--- src/design/gn3_pkg.sv ---
`timescale 1ns / 1ps

package gn3_pkg;

    // Table and number format
    localparam int TABLE_SIZE = 256;                   // power of two
    localparam int FRAC_BITS  = 16;
    localparam int COORD_W    = 24;
    localparam int OUT_W      = 18;                    // Q2.16 result
    localparam int IDX_W      = $clog2(TABLE_SIZE);
    localparam int VAL_W      = (IDX_W > 8) ? IDX_W : 8;
    localparam int ONE        = 1 << FRAC_BITS;

    // Datapath widths
    localparam int FADE_W = FRAC_BITS + 1;             // 0..ONE
    localparam int OFS_W  = FRAC_BITS + 2;             // t or t-1, signed
    localparam int GRAD_W = FRAC_BITS + 3;             // sum of two offsets
    localparam int DIFF_W = FRAC_BITS + 4;
    localparam int ACC_W  = FRAC_BITS + 6;             // blended values
    localparam int P_W    = FRAC_BITS + 6;             // fade polynomial
    localparam int RS_W   = 2 * FRAC_BITS + 8;         // products

    localparam int CORNERS    = 8;
    localparam int PIPE_DEPTH = 11;

    // Conversion of the Q.F result to Q2.16
    localparam int CONV_DN = (FRAC_BITS > 16) ? FRAC_BITS - 16 : 0;
    localparam int CONV_UP = (FRAC_BITS < 16) ? 16 - FRAC_BITS : 0;
    localparam logic signed [RS_W-1:0] SAT_HI = RS_W'((1 << (OUT_W - 1)) - 1);
    localparam logic signed [RS_W-1:0] SAT_LO = RS_W'(-(1 << (OUT_W - 1)));

    typedef enum logic {
        REQ_LOAD = 1'b0,
        REQ_EVAL = 1'b1
    } req_kind_t;

    typedef struct packed {
        req_kind_t          req_type;
        logic [7:0]         table_index;
        logic [7:0]         table_value;
        logic [COORD_W-1:0] coord_x;
        logic [COORD_W-1:0] coord_y;
        logic [COORD_W-1:0] coord_z;
    } req_t;

    typedef struct packed {
        logic signed [OUT_W-1:0] noise_value;
    } res_t;

    // Permutation write travelling down the hash stages
    typedef struct packed {
        logic             wr;
        logic [IDX_W-1:0] idx;
        logic [VAL_W-1:0] val;
    } load_t;

    typedef logic [CORNERS-1:0][3:0] hash_vec_t;

    // Right shift by s, rounding half away from zero
    function automatic logic signed [RS_W-1:0] round_shift(
        input logic signed [RS_W-1:0] v,
        input int unsigned            s
    );
        logic signed [RS_W-1:0] half;
        logic signed [RS_W-1:0] m;
        if (s == 0)
        begin
            return v;
        end
        half = RS_W'(1) <<< (s - 1);
        if (v >= 0)
        begin
            return (v + half) >>> s;
        end
        m = -v;
        m = (m + half) >>> s;
        return -m;
    endfunction

    // Standard twelve-gradient pick from the low four hash bits
    function automatic logic signed [GRAD_W-1:0] grad_dot(
        input logic [3:0]              h,
        input logic signed [OFS_W-1:0] x,
        input logic signed [OFS_W-1:0] y,
        input logic signed [OFS_W-1:0] z
    );
        logic signed [GRAD_W-1:0] a;
        logic signed [GRAD_W-1:0] b;
        a = (h < 4'd8) ? GRAD_W'(x) : GRAD_W'(y);
        if (h < 4'd4)
        begin
            b = GRAD_W'(y);
        end
        else if (h == 4'd12 || h == 4'd14)
        begin
            b = GRAD_W'(x);
        end
        else
        begin
            b = GRAD_W'(z);
        end
        if (h[0])
        begin
            a = -a;
        end
        if (h[1])
        begin
            b = -b;
        end
        return a + b;
    endfunction

endpackage

--- src/design/gn3_fade.sv ---
`timescale 1ns / 1ps

// Quintic fade 6t^5-15t^4+10t^3 by Horner's rule, one multiply in each of stages 1..4.
// Input at stage 0, output registered at stage 5.
module gn3_fade
    import gn3_pkg::*;
(
    input  logic                 clk,
    input  logic                 en,
    input  logic [FRAC_BITS-1:0] t,
    output logic [FADE_W-1:0]    f
);

    logic signed [P_W-1:0]    p0;
    logic signed [P_W-1:0]    p1;
    logic signed [P_W-1:0]    p2;
    logic signed [P_W-1:0]    p3;
    logic signed [RS_W-1:0]   p4;
    logic signed [FADE_W:0]   t0_s;
    logic signed [FADE_W:0]   t1_s;
    logic signed [FADE_W:0]   t2_s;
    logic signed [FADE_W:0]   t3_s;
    logic [FRAC_BITS-1:0]     t1_reg;
    logic [FRAC_BITS-1:0]     t2_reg;
    logic [FRAC_BITS-1:0]     t3_reg;
    logic signed [RS_W-1:0]   prod1_reg;
    logic signed [RS_W-1:0]   prod2_reg;
    logic signed [RS_W-1:0]   prod3_reg;
    logic signed [RS_W-1:0]   prod4_reg;
    logic [FADE_W-1:0]        f_reg;
    logic [FADE_W-1:0]        f_next;

    assign t0_s = (FADE_W + 1)'(t);
    assign t1_s = (FADE_W + 1)'(t1_reg);
    assign t2_s = (FADE_W + 1)'(t2_reg);
    assign t3_s = (FADE_W + 1)'(t3_reg);

    assign p0 = P_W'(6 * int'(t) - 15 * ONE);
    assign p1 = P_W'(round_shift(prod1_reg, FRAC_BITS) + RS_W'(10 * ONE));
    assign p2 = P_W'(round_shift(prod2_reg, FRAC_BITS));
    assign p3 = P_W'(round_shift(prod3_reg, FRAC_BITS));
    assign p4 = round_shift(prod4_reg, FRAC_BITS);

    always_comb
    begin
        if (p4 < 0)
        begin
            f_next = '0;
        end
        else if (p4 > RS_W'(ONE))
        begin
            f_next = FADE_W'(ONE);
        end
        else
        begin
            f_next = FADE_W'(p4);
        end
    end

    always_ff @(posedge clk)
    begin
        if (en)
        begin
            prod1_reg <= p0 * t0_s;
            t1_reg    <= t;
            prod2_reg <= p1 * t1_s;
            t2_reg    <= t1_reg;
            prod3_reg <= p2 * t2_s;
            t3_reg    <= t2_reg;
            prod4_reg <= p3 * t3_s;
            f_reg     <= f_next;
        end
    end

    assign f = f_reg;

endmodule

--- config.mk ---
export PLATFORM = sky130hd
export DESIGN_NAME = gn3_fade
export DESIGN_NICKNAME = d
export VERILOG_FILES = /design/src/design/gn3_pkg.sv /design/src/design/gn3_fade.sv
export SDC_FILE = /design/constraint.sdc
export NUM_CORES = 2
export LEC_CHECK = 0
export ABC_AREA = 1
export BUFFER_PORTS_ARGS = -buffer_cell sky130_fd_sc_hd__buf_2
export CAP_MARGIN = 20
export CORE_ASPECT_RATIO = 0.75
export CORE_UTILIZATION = 40
export CTS_BUF_LIST = sky130_fd_sc_hd__clkbuf_8 sky130_fd_sc_hd__clkbuf_16
export DETAILED_ROUTE_END_ITERATION = 7
export PLACE_DENSITY_LB_ADDON = 0.12
export SYNTH_ARGS = -nofsm -noshare
export SYNTH_HDL_FRONTEND = slang
export SYNTH_SLANG_ARGS = --single-unit
--- constraint.sdc ---
create_clock -name clk -period 26.6 [get_ports clk]
set_input_delay 1.33 -clock clk [delete_from_list [all_inputs] [get_ports clk]]
set_output_delay 1.33 -clock clk [all_outputs]
set_load 0.02 [all_outputs]
==> results summary <==
The final wirelength came out at 209,000 um. The checks that failed: DRC. In this run the number of H-tree levels came out at 1. The final cycle utilization of the critical path came out at 38.5%. After synthesis, the largest family of logic cells by area is adder cells. For the worst setup path, the data required time is 26.97 ns. The category of the most critical setup path is flip-flop to flip-flop. In the post-synthesis netlist, the biggest area contributors are sky130_fd_sc_hd__fa_1 41%, sky130_fd_sc_hd__inv_1 12%, sky130_fd_sc_hd__edfxtp_1 9.8%. The net count after synthesis came out at 10,100. The worst setup path is launched from a flip-flop. TritonCTS built the clock tree. The slew of the pin with the lowest slew margin came out at 1.13 ns.

The root buffer cell chosen for the clock tree is sky130_fd_sc_hd__clkbuf_16. Summing the areas of all compound-gate instances in the mapped netlist gives ~4.2% of the synthesized area. Summing the sequential cell areas from Yosys gives roughly 9.8% of the chip area. The number of global-route vias before repair was 54,600. The detailed placer's ending HPWL is 178,000 um. The critical path's largest stage delay is 0.80 ns. In this run the post-CTS setup repair buffer count came out at 0. The data arrival time of the worst path came out at 10.62 ns.

After synthesis, the largest area contributor takes up 40.9% of total cell area. The initial detailed-routing violation count came out at 4,383. The length in cells of the worst reg-to-reg path is 36. The remaining antenna violation count came out at 0. After routing the design area is 70,400 um^2. Clock-pin slew was measured on the worst setup and hold paths at 0.07 ns. The proportion of layout cells with a drive suffix above 1 is under 10%.

The buffer depth of the longest clock path came out at 3. The weighted congestion at the end of routability-driven global placement came out at 0.937. The cell area after technology mapping came out at 66,700 um^2. The flow ran to the end, but the final reports show violations.

The max-capacitance violation count came out at 0. The global router's overall resource usage is 25.8%. The terminus of the critical flop-to-flop path is prod3_reg[27]. The count of input and output buffers came out at 34. The remaining routing DRC violations is 22. The maximum achievable frequency is approximately 98 MHz.

The clock sink count is 218. After Yosys synthesis, XOR and XNOR cells account for 3.44% of the synthesized area. The total negative slack is 0 ns. The worst clock skew is slightly below 0.02 ns. The number of flip-flops and latches in the synthesized netlist came out at 218. The number of iterations in the first detailed-routing pass is 8. The clock buffer count from CTS came out at 29.

The arithmetic-cell share of the synthesized area counting full adders, half adders and majority gates came out at about half. During I/O placement, the number of pins put on the boundary was 35. The number of gates given a new drive strength after cts is 0.

The area of the die came out at around 170,000 um^2. The master of the slowest instance on the critical path is sky130_fd_sc_hd__o21bai_1. sky130_fd_sc_hd__fa_1 takes more of the synthesized area than any other cell. 0 antenna diodes ended up in the layout. In this run the critical register-to-register path is launched from prod2_reg[7]. The final count of hold timing violations is 0. After clock tree synthesis, the flow added hold-fix buffers numbering 0.

Yosys mapped the design onto 59 distinct sky130hd cell types. The clock latency of the later-clocked register in the worst-skew pair is approximately 0.65 ns. The total count of max-transition violations in the final report came to 0. The most frequent cell on the critical path is sky130_fd_sc_hd__nand2_1. The number of warning messages in the yosys log is 0.

The core outline area is 165,000 um^2. The post-route minimum period came out at 10.25 ns. The initial core utilization is 40.4%. The number of standard cells after synthesis is ~8,300. Across all layers, the routed design uses 53,100 vias.

The final layout contains 10,000 nets. The capture endpoint of the worst hold path is t3_reg[14]. The startpoint identified for the worst hold timing path is t2_reg[14].

The cell area after placement came out at 69,400 um^2. Counting flops with an async set or reset pin after synthesis yields a share of 0%. The post-synthesis average cell area came out at 8.04 um^2.

STA classifies the critical path endpoint as a flip-flop. The minimum setup slack among reg-to-reg paths is between 15 and 20 ns. After global routing the overflow that remains totals 0.

Dividing the detail-routed wire length by the instance count gives approximately 20 um. The global-route wire length before repair is 332,000 um. Setup repair after global routing left no endpoint under its margin. The number of antenna violations at the first check in global routing is 3. The horizontal die dimension came out at 474 um. The number of enable flip-flop cells after synthesis came out at 218. The worst hold path depth came out at 0. The most used flip-flop cell after synthesis is sky130_fd_sc_hd__edfxtp_1. Measured against the total synthesized area, the mux share comes to 0%.

The maximum number of pins on one net before global-route repair came out at 88. The site row count is 129. The worst max-slew margin expressed relative to the limit is 24.7%. The kind of path behind the tightest hold check is flip-flop to flip-flop. The growth of design area from synthesis to finish came out at 5.57%. Setup violations remaining at the end of the flow were counted as 0. The mean number of vias per cell is 5.06. The simple-gate area share of the yosys netlist came out at 20.4%. The vertical die dimension came out at 356 um. The highest fanout seen on the critical path came out at 11.
[through the flow]
| stage | worst slack (ns) | hold slack [ns] | utilization (%) | std cells |
|---|---|---|---|---|
| 6_report | 16.35 | 0.460 | 42.6 | 10500 |
| 5_1_grt | 15.64 | 0.461 | 42.6 | 10500 |
| 4_1_cts | 16.45 | 0.450 | 42.6 | 10500 |
| 3_5_place_dp | 16.52 | 0.449 | 42.0 | 10400 |
| 3_3_place_gp | 16.41 | 0.437 | 42.0 | 10400 |
| 2_1_floorplan | 18.22 | 0.424 | - | 8292 |
[logic make-up after synthesis]
kind of cell / count (synthesis)
compound gates: 499
buf+inv: 2350
fa+ha+maj: 1780
simple gates: 3185
xor+xnor: 260
flops: 218
[how the worst max path moves through the flow]
stage,slack [ns],end,start
floorplan,18.22,prod2_reg[38],prod1_reg[16]
global placement,16.41,prod3_reg[27],prod2_reg[7]
detailed placement,16.52,prod2_reg[35],t1_reg[0]
CTS,16.45,prod2_reg[35],t1_reg[0]
global route,15.64,prod2_reg[38],t1_reg[0]
finish,16.35,prod3_reg[27],prod2_reg[7]
[worst max-delay path, delay by kind of cell (launching register included)]
kind / cells / cell delay, ns
flip-flops: 1 / 0.36
adder cells (fa/ha/maj): 7 / 3.43
AND/OR/NAND/NOR: 17 / 2.64
XOR/XNOR: 1 / 0.18
AO/OA/AOI/OAI: 6 / 2.43
buffers and inverters: 5 / 0.94
[layer usage]
metal / vias up / global-route usage [%] / share of wire (%)
met5: - / 0 / 0
met4: 0 / 2.57 / 0.97
li1: 24500 / - / -
met1: 26600 / 42.8 / 52
met3: 117 / 5.90 / 9.4
met2: 1838 / 34.0 / 37
[cell usage after synthesis (68+ instances only)]
library cell,n
sky130_fd_sc_hd__a21oi_1,212
sky130_fd_sc_hd__ha_1,417
sky130_fd_sc_hd__nand3_1,431
sky130_fd_sc_hd__fa_1,1363
sky130_fd_sc_hd__edfxtp_1,218
sky130_fd_sc_hd__xor2_1,178
sky130_fd_sc_hd__clkbuf_1,154
sky130_fd_sc_hd__inv_1,2074
sky130_fd_sc_hd__o21ai_0,151
sky130_fd_sc_hd__xnor2_1,80
sky130_fd_sc_hd__nand4_1,68
sky130_fd_sc_hd__nor2_1,884
sky130_fd_sc_hd__nand2_1,1518
[layout by cell type, fill, tap and decap left out, drive strengths merged, types with 19 or more instances in the layout]
cell type     n
fa         1363
nor2        961
xnor2        80
nand3       453
nand2      1574
clkbuf       30
ha          417
clkinv       33
o21ai       175
nand4        68
inv        2118
edfxtp      218
xor2        180
nor4         25
a21oi       212
buf         117
nor3         74
o21a         19
[cell type report]
cell class                      instances  area [um^2]
Clock inverter                         25          313
Fill cell                           16900        94900
Clock buffer                           29          726
Timing Repair Buffer                  118          808
Multi-Input combinational cell       5724        51200
Sequential cell                       218         6550
Tap cell                             2227         2790
Inverter                             2136         8020
Power is left out: the tool's default activity adds up to more than one toggle a clock period on the data nets, which glitch-free logic cannot reach.
